--- src/c2i_pkg.sv ---
// c2i_pkg: shared types, codes and default sizes of the col2im scatter-accumulate block
// no dependencies; used by the other modules of the block by scoped names, but not by c2i_ram
package c2i_pkg;

   // default sizes, handed to the top level parameters
   localparam int unsigned MAX_SIDE_DEF   = 64;
   localparam int unsigned MAX_KERNEL_DEF = 16;
   localparam int unsigned MAX_BLOCKS_DEF = 64;

   // fixed field widths
   localparam int unsigned VAL_W      = 16;
   localparam int unsigned PIX_W      = 25;
   localparam int unsigned CSR_IDX_W  = 3;
   localparam int unsigned CSR_DATA_W = 16;

   // item kinds
   localparam logic KIND_ACC  = 1'b0;
   localparam logic KIND_READ = 1'b1;

   // configuration register indexes
   typedef enum logic [CSR_IDX_W-1:0] {
      CFG_IMAGE_HEIGHT  = 3'd0,
      CFG_IMAGE_WIDTH   = 3'd1,
      CFG_KERNEL_HEIGHT = 3'd2,
      CFG_KERNEL_WIDTH  = 3'd3,
      CFG_BLOCK_ROWS    = 3'd4,
      CFG_BLOCK_COLS    = 3'd5,
      CFG_STEP_PAIRS    = 3'd6,
      CFG_PAD_PAIRS     = 3'd7
   } cfg_index_type;

   // input beat
   typedef struct packed {
      logic                    kind;
      logic signed [VAL_W-1:0] col_value;
   } req_type;

   // result beat
   typedef struct packed {
      logic signed [PIX_W-1:0] pixel_value;
      logic                    last_pixel;
   } rsp_type;

   // commands from the controller to the datapath
   typedef struct packed {
      logic clear_wr;
      logic latch;
      logic calc_pos;
      logic calc_addr;
      logic rd_acc;
      logic wr_acc;
      logic rd_out;
      logic wr_out;
   } cmd_type;

   // status from the datapath to the controller
   typedef struct packed {
      logic clear_last;
      logic slot_free;
   } sts_type;

endpackage

--- src/c2i_ctrl.sv ---
// c2i_ctrl: sequencer of the col2im block: clearing pass, accumulate and readout steps
// depends on c2i_pkg (command and status structs, item kinds)
module c2i_ctrl (
   input  logic             clock,
   input  logic             reset,
   input  logic             req_valid,
   input  logic             req_kind,
   output logic             req_ready,
   output c2i_pkg::cmd_type cmd,
   input  c2i_pkg::sts_type sts
);

   typedef enum logic [2:0] {
      S_CLEAR,
      S_IDLE,
      S_POS,
      S_ADDR,
      S_ACC_RD,
      S_ACC_WR,
      S_OUT_RD,
      S_OUT_WR
   } state_type;

   state_type state_ff, state_in;
   logic      ready_in;

   // next state and commands
   always_comb begin
      state_in = state_ff;
      cmd      = '0;
      ready_in = 1'b0;
      unique case (state_ff)
         S_CLEAR: begin
            cmd.clear_wr = 1'b1;
            if (sts.clear_last) begin
               state_in = S_IDLE;
            end
         end
         S_IDLE: begin
            ready_in = 1'b1;
            if (req_valid) begin
               cmd.latch = 1'b1;
               state_in  = (req_kind == c2i_pkg::KIND_READ) ? S_OUT_RD : S_POS;
            end
         end
         S_POS: begin
            cmd.calc_pos = 1'b1;
            state_in     = S_ADDR;
         end
         S_ADDR: begin
            cmd.calc_addr = 1'b1;
            state_in      = S_ACC_RD;
         end
         S_ACC_RD: begin
            cmd.rd_acc = 1'b1;
            state_in   = S_ACC_WR;
         end
         S_ACC_WR: begin
            cmd.wr_acc = 1'b1;
            state_in   = S_IDLE;
         end
         S_OUT_RD: begin
            cmd.rd_out = 1'b1;
            state_in   = S_OUT_WR;
         end
         S_OUT_WR: begin
            // hold the read data until the result register can take it
            if (sts.slot_free) begin
               cmd.wr_out = 1'b1;
               state_in   = S_IDLE;
            end
         end
         default: begin
            state_in = S_CLEAR;
         end
      endcase
   end

   // state register
   always_ff @(posedge clock) begin
      if (reset) begin
         state_ff <= S_CLEAR;
      end else begin
         state_ff <= state_in;
      end
   end

   assign req_ready = ready_in;

endmodule

--- config.mk ---
export PLATFORM = sky130hd
export DESIGN_NAME = c2i_ctrl
export DESIGN_NICKNAME = d
export VERILOG_FILES = /design/src/c2i_pkg.sv /design/src/c2i_ctrl.sv
export SDC_FILE = /design/constraint.sdc
export NUM_CORES = 1
export LEC_CHECK = 0
export BUFFER_PORTS_ARGS = -buffer_cell sky130_fd_sc_hd__buf_2
export CAP_MARGIN = 10
export CORE_AREA = 2 2 39 41
export CTS_CLUSTER_DIAMETER = 80
export DETAILED_ROUTE_END_ITERATION = 8
export DIE_AREA = 0 0 41 43
export SYNTH_ARGS = -nofsm -noshare
export SYNTH_HDL_FRONTEND = slang
export SYNTH_SLANG_ARGS = --single-unit
--- constraint.sdc ---
create_clock -name clock -period 1.3 [get_ports clock]
set_input_delay 0.13 -clock clock [delete_from_list [all_inputs] [get_ports clock]]
set_output_delay 0.13 -clock clock [all_outputs]
set_load 0.005 [all_outputs]
=== Word level (Yosys, flattened, before mapping) ===
Index checks and enable logic that the tools add are counted.

* Register bits after elaboration: 3
* Input port bits: 6
* Output and inout port bits: 9
* Logic and storage cells: 29

* Eq/ne operators: 10
* Multiplexer cells: 16
* Reductions and logical operators: 2

{| class="wikitable"
|+ Operators by type and width
! cell !! number
|-
| 3-bit case mux with 8 select lines || 1
|-
| 3-bit equality test, second input constant || 4
|-
| 3-bit 2-to-1 mux || 4
|-
| 1-bit 2-to-1 mux || 11
|-
| 3-bit by 2-bit equality test with 1-bit output, second input constant || 2
|-
| 2-bit inequality test, second input constant || 3
|-
| 3-bit by 1-bit equality test with 1-bit output, second input constant || 1
|-
| 3-bit logical NOT || 1
|-
| 3-bit AND reduction || 1
|}

=== Depth between registers and ports, before layout ===
Gate-level depths: netlist (run 1).

* Depth after elaboration: 3
* Gate-level depth with buffers: 4
* Gate-level depth less buffers: 3

=== Worst setup path before layout (run 1) ===
Ideal clock, no wire load.

* Path kind: register to register
* Start: reg state_ff[1]
* End: reg state_ff[0]
* Setup time: 0.114 ns
* Arrival: 0.898 ns
* Required time: 1.186 ns
* Setup slack: 0.289 ns
* Stages on the path, launching flop included: 5
* Buffers on the path: 1
* Period minus slack after synthesis: 1.011 ns
* Cell sequence: dfxtp_1 -> buf_6 -> or3_1 -> a21oi_1 -> nor2_1

* Longest elaborated chain between the ends: 3
* Elaborated cells on any way between the ends: 13
* Classes of those cells: 10 x eq/ne; 1 x mux; 2 x reduce/logical

{| class="wikitable"
|+ Ends and longest elaborated chain
! item !! line !! text
|-
| from (decl) || c2i_ctrl.sv:24 || <nowiki>state_type state_ff, state_in;</nowiki>
|-
| from (signal assigned) || c2i_ctrl.sv:84 || <nowiki>state_ff <= state_in;</nowiki>
|-
| 3-bit equality test (tied with other cells) || c2i_ctrl.sv:32 || <nowiki>unique case (state_ff)</nowiki>
|-
| 2-bit inequality test (no source line) || - ||
|-
| 3-bit AND reduction (no source line) || - ||
|}

Several ways; a longest one is shown, not always the timed one.
A chain may end at the register's enable or synchronous reset.

==> metrics.md, run 1 <==
| Metric | Value |
|---|---|
| Largest registers | state_ff x3 |
| CP max FO | 9 |
| # resized after CTS | 3 |
| Clock sink count | 3 |
| Die X | 41 um |
| Gr usage total | 6.01% |
| Yosys top cell area share | 25.9% |
| Site row count | 14 |
| Outcome | finished clean |
| Setup Total Neg Slack | 0 ns |
| TritonCTS clock tree | built |
| Startpoint Class | flip-flop |
| HPWL Detailed | 417 um |
| Starting Density | between 10% and 20% |
| Number of vias per cell | approximately 4.1 |
| CP startpoint | state_ff[1]$_SDFFE_PP0P_ |
| Worst R2R Start | state_ff[0]$_SDFFE_PP0P_ |
| Top reg by flops | state_ff |
| Critical path arrival | ~1.1 ns |
| Seq/Total Area, Yosys | between 20% and 30% |
| First-pass GRT wire length | 690 um |
| Drt drc | 0 |
| Skew final | between 0.001 and 0.0015 ns |
| Global route overflow | 0 |
| Worst-Margin Slew | 0.259 ns |
| CP required | roughly 1.2 ns |
| Yosys reg bits | 3 |
| Setup bufs post-CTS | 0 |
| Largest net degree at the start of global routing | 12 |
| Initial antenna violation count | 0 |
| Hold_sp | reset |
| Fraction of layout cells with a size suffix above 1 | 56.5% |
| Pwr dens | 1110 nW/um^2 |
| Final Util | about 24% |
| DRT iter0 DRCs | 4 |
| Die Span Y | ~43 um |
| Synth-to-Final Area Change | 43.8% |
| Fin crit period | 1.24 ns |
| Clk_lat worst skew | between 0.2 and 0.25 ns |
| Final setup vio count | 0 |
| Post-synthesis cell area | 231 sq um |
| CP Class | reg2out |
| Port buffer count | 14 |
| Die area | roughly 1800 sq um |
| Post-Syn Instances | 30 |
| Via count | around 250 |
| Syn Area/Cell | about 7.7 sq um |
| Syn nets | 36 |
| Clock-pin slew on the worst setup and hold paths | roughly 0.04 ns |
| Tcrit/Tclk final | a little over nine tenths |
| Num CTS Buffers | 3 |
| Final hold violations | 0 |
| Ys Warns | 0 |
| Primary FF master, synth | dfxtp_1 |
| Ant. Diodes | 0 |
| GR peak layer | met2 |
| Synth top area cells | dfxtp_1 26%, nor3_1 8.6%, nor3b_4 8.1% |
| Final Max Slew Viols | 0 |
| Routed WL per cell | between 8 and 9 um |
| Grt met2 use | 8.13% |
| Core area | approximately 1400 sq um |
| Count of cell types in the netlist | 16 |
| Maximum VDD drop | a little over 400 uV |
| Routability cong. | 0.726 |
| Min-delay worst type | in2reg |
| P_leak | ~0.17 nW |
| Most common cell in the netlist | nor3_1 |
| Max-Cap Viols | 0 |
| Commonest cells post-synth | 4 x nor3_1, 3 x a21oi_1, 3 x dfxtp_1, 3 x inv_1, 3 x nor2_1 |
| Slew HR | between 80 and 90% |
| Post-synth EDFFs | 0 |
| Max H-tree Level | 1 |
| CTS root buf | clkbuf_4 |
| Asr flop ratio synth | 0% |
| CTS Hold Buffers Added | 0 |
| RSZ-0062 raised after global routing | false |
| Peak Freq | approximately 810 MHz |
| Drt first pass iters | 4 |
| Yosys top cell by area | dfxtp_1 |
| Antenna Nets Post-Route | 0 |
| Met1 usage | about 7.0% |
| Nets | 53 |
| CP endpoint kind | output port |
| Max reg flops | 3 |
| I/O pin count | 15 |
| CTS max path bufs | 2 |
| Grt met3 use | about 1.6% |
| Routed WL | approximately 550 um |
| Number of global-route vias before repair | 213 |
[worst max-delay path, stage by stage, from the launching register on]
cell and delay [ns]:
dfxtp_2 0.41, inv_1 0.13, and3_2 0.22, buf_2 0.12
[kinds of logic (layout without fill, tap and decap cells)]
logic type / after synthesis / count (layout) / synth area share [%]
DFF: 3 / 3 / 25.9
and+or+nand+nor: 14 / 14 / 36.8
AOI/OAI and AO/OA: 7 / 7 / 22.7
buffers and inverters: 6 / 22 / 14.6
[final cells by class]
| cell class | instances | area [sq um] |
|---|---|---|
| Fill cell | 157 | 1050 |
| Multi-Input combinational cell | 21 | 138 |
| Timing Repair Buffer | 14 | 70.1 |
| Sequential cell | 3 | 63.8 |
| Clock buffer | 4 | 26.3 |
| Tap cell | 16 | 20.0 |
| Inverter | 4 | 15.0 |
[metal layers]
layer	share of wire [%]	vias up
li1	-	136
met4	0	0
met5	0	-
met2	47	8
met3	10	0
met1	43	109
[metrics by stage]
stage	instance area (sq um)	instances	total power [mW]	hold slack, ns	setup slack, ns
2_1_floorplan	231	30	0.181	0.199	0.289
3_3_place_gp	303	58	0.209	0.333	0.162
3_5_place_dp	303	58	0.209	0.342	0.157
4_1_cts	333	62	0.382	0.0870	0.0419
5_1_grt	333	62	0.391	0.104	0.00426
6_report	333	62	0.370	0.104	0.0624
[final timing paths]
path | depth (start not counted) | endpoint | slack [ns]
setup / recovery | 3 | cmd[3] | 0.06
hold / removal | 2 | state_ff[2]$_SDFFE_PP0P_ | 0.10
setup reg to reg | 3 | state_ff[0]$_SDFFE_PP0P_ | 0.27
hold reg to reg | 2 | state_ff[1]$_SDFFE_PP0P_ | 0.58
[cell usage in the layout, fill, tap and decap left out]
cell type  instances
nor3_1             4
clkbuf_4           3
clkbuf_1           1
dfxtp_2            3
nand2_1            2
o22ai_2            1
o21ai_0            2
nor2_1             3
a21oi_1            3
inv_2              1
buf_2             14
nor3b_4            1
nor2b_1            1
a2111oi_2          1
or3_1              1
and3_2             2
inv_1              3
[power by group]
group / internal, mW / total, mW / switching, mW
registers: 0.104 / 0.125 / 0.0217
clock network: 0.115 / 0.161 / 0.0459
logic: 0.0455 / 0.0840 / 0.0386
Power figures use the tool's default switching activity.
==> inputs of run 2 (changes only) <==
==> constraint.sdc (replaced) <==
create_clock -name clock -period 1.3 [get_ports clock]
set_input_delay 0.26 -clock clock [delete_from_list [all_inputs] [get_ports clock]]
set_output_delay 0.26 -clock clock [all_outputs]
set_load 0.005 [all_outputs]
==> metrics.md, run 2 (synthesized netlist as in run 1, its figures left out) <==
| Metric | Value |
|---|---|
| Core area | ~1400 sq um |
| Drt drc | 0 |
| Max-Cap Viols | 0 |
| Largest net degree at the start of global routing | 10 |
| CP required | between 1 and 1.5 ns |
| Clock-pin slew on the worst setup and hold paths | roughly 0.040 ns |
| Placed insts | 59 |
| Fraction of layout cells with a size suffix above 1 | about two thirds |
| Final setup vio count | 0 |
| RSZ-0062 raised after global routing | true |
| Max H-tree Level | 1 |
| Nets | 61 |
| Largest registers | state_ff x3 |
| Die area | 1760 sq um |
| CP Class | reg2out |
| CTS Hold Buffers Added | 0 |
| Non-filler cells, final | 70 |
| CTS max path bufs | 2 |
| Clk_lat worst skew | between 0.2 and 0.25 ns |
| Die X | 41 um |
| Finished Cell Area | about 410 sq um |
| First-pass GRT wire length | roughly 970 um |
| Num CTS Buffers | 3 |
| Fillcell total | ~150 |
| Peak Freq | roughly 800 MHz |
| Via count | 288 |
| Most frequent cells in the layout | 14 x buf_2, 7 x buf_4 |
| Site row count | 14 |
| Min-delay worst type | in2reg |
| CP max FO | 4 |
| Gr usage total | roughly 8.5% |
| Commonest non-fill, non-tap cell in the layout | buf_2 |
| Routed WL | 673 um |
| Tcrit/Tclk final | 98.7% |
| Synth-to-Final Area Change | 76.8% |
| Setup Total Neg Slack | 0 ns |
| Outcome | finished clean |
| Register area | slightly above 70 sq um |
| Fin crit period | about 1.3 ns |
| Initial antenna violation count | 0 |
| Antenna Nets Post-Route | 0 |
| Starting Density | about 17% |
| Pwr dens | ~1000 nW/um^2 |
| HPWL Detailed | about 450 um |
| DRT iter0 DRCs | 0 |
| Drt first pass iters | 1 |
| Critical path arrival | roughly 1 ns |
| Skew final | about 0.003 ns |
| CTS root buf | clkbuf_4 |
| Top reg by flops | state_ff |
| Startpoint Class | flip-flop |
| Ant. Diodes | 0 |
| P_leak | between 0.2 and 0.25 nW |
| Number of vias per cell | around 4.1 |
| I/O pin count | 15 |
| Post-DP Area | about 310 sq um |
| Port buffer count | 14 |
| Final Max Slew Viols | 0 |
| Routed WL per cell | 9.61 um |
| Maximum VDD drop | 406 uV |
| Area occupied by multi-input gates | 143 sq um |
| TritonCTS clock tree | built |
| Routability cong. | between 0.6 and 0.7 |
| Final hold violations | 0 |
| FF-to-FF path depth | 6 |
| Hold depth | 2 |
| Slew HR | 83.9% |
| Global route overflow | 0 |
| Clock sink count | 3 |
| CP endpoint kind | output port |
| Worst-Margin Slew | ~0.24 ns |
| Max reg flops | 3 |
| Number of global-route vias before repair | around 250 |
| Die Span Y | approximately 43 um |
## run 2: cell types whose count changed in the layout (fill, tap and decap cells not counted), sizes merged
cell | previous run | this run
buf | 14 | 22
## run 2: power breakdown
| group | internal [mW] | total, mW | switching, mW |
|---|---|---|---|
| clock network | 0.115 | 0.161 | 0.0462 |
| logic | 0.0721 | 0.125 | 0.0528 |
| registers | 0.102 | 0.119 | 0.0173 |
## run 2: worst max-delay path: stages, from the launching register on
cell and delay (ns):
dfxtp_4 0.36, nor3b_4 0.19, nand2_1 0.09, inv_1 0.05, buf_2 0.10
## run 2: through the flow
stage	setup slack, ns	power, mW	hold slack, ns	util [%]
after global placement	0.104	0.213	0.469	22.4
after global routing	-0.0487	0.440	0.233	29.6
after CTS	-0.0112	0.411	0.217	29.2
after detailed placement	0.0933	0.214	0.472	22.4
final	0.0173	0.405	0.224	29.6
after floorplan	0.245	0.181	0.329	-
## run 2: per-layer routing
metal  vias up  part of all wire [%]  global-route usage (%)
met2         8                    52                    13.4
met3         0                   5.9                    3.14
met1       127                    41                    9.58
met5         -                     0                       0
li1        153                     -                       -
met4         0                     0                    4.00
## run 2: path summary, 6_finish.rpt
| path | from | to | slack, ns |
|---|---|---|---|
| worst max-delay path | state_ff[1]$_SDFFE_PP0P_ | cmd[6] | 0.02 |
| worst min-delay path | reset | state_ff[2]$_SDFFE_PP0P_ | 0.22 |
| worst max register to register | state_ff[1]$_SDFFE_PP0P_ | state_ff[1]$_SDFFE_PP0P_ | 0.10 |
| worst min register to register | state_ff[1]$_SDFFE_PP0P_ | state_ff[2]$_SDFFE_PP0P_ | 0.58 |
## run 2: final cells by class
| type | instances | share of cell area (%) |
|---|---|---|
| Clock buffer | 4 | 6.42 |
| Inverter | 4 | 3.67 |
| Multi-Input combinational cell | 21 | 34.9 |
| Sequential cell | 3 | 17.4 |
| Tap cell | 16 | 4.89 |
| Timing Repair Buffer | 22 | 32.7 |
## run 2: what timing repair did
action,4_1_cts,5_1_grt
endpoints found under the hold margin,0,0
setup buffers,7,0
endpoints found under the setup margin,8,4
gates resized for setup,8,1
pin swaps,2,2
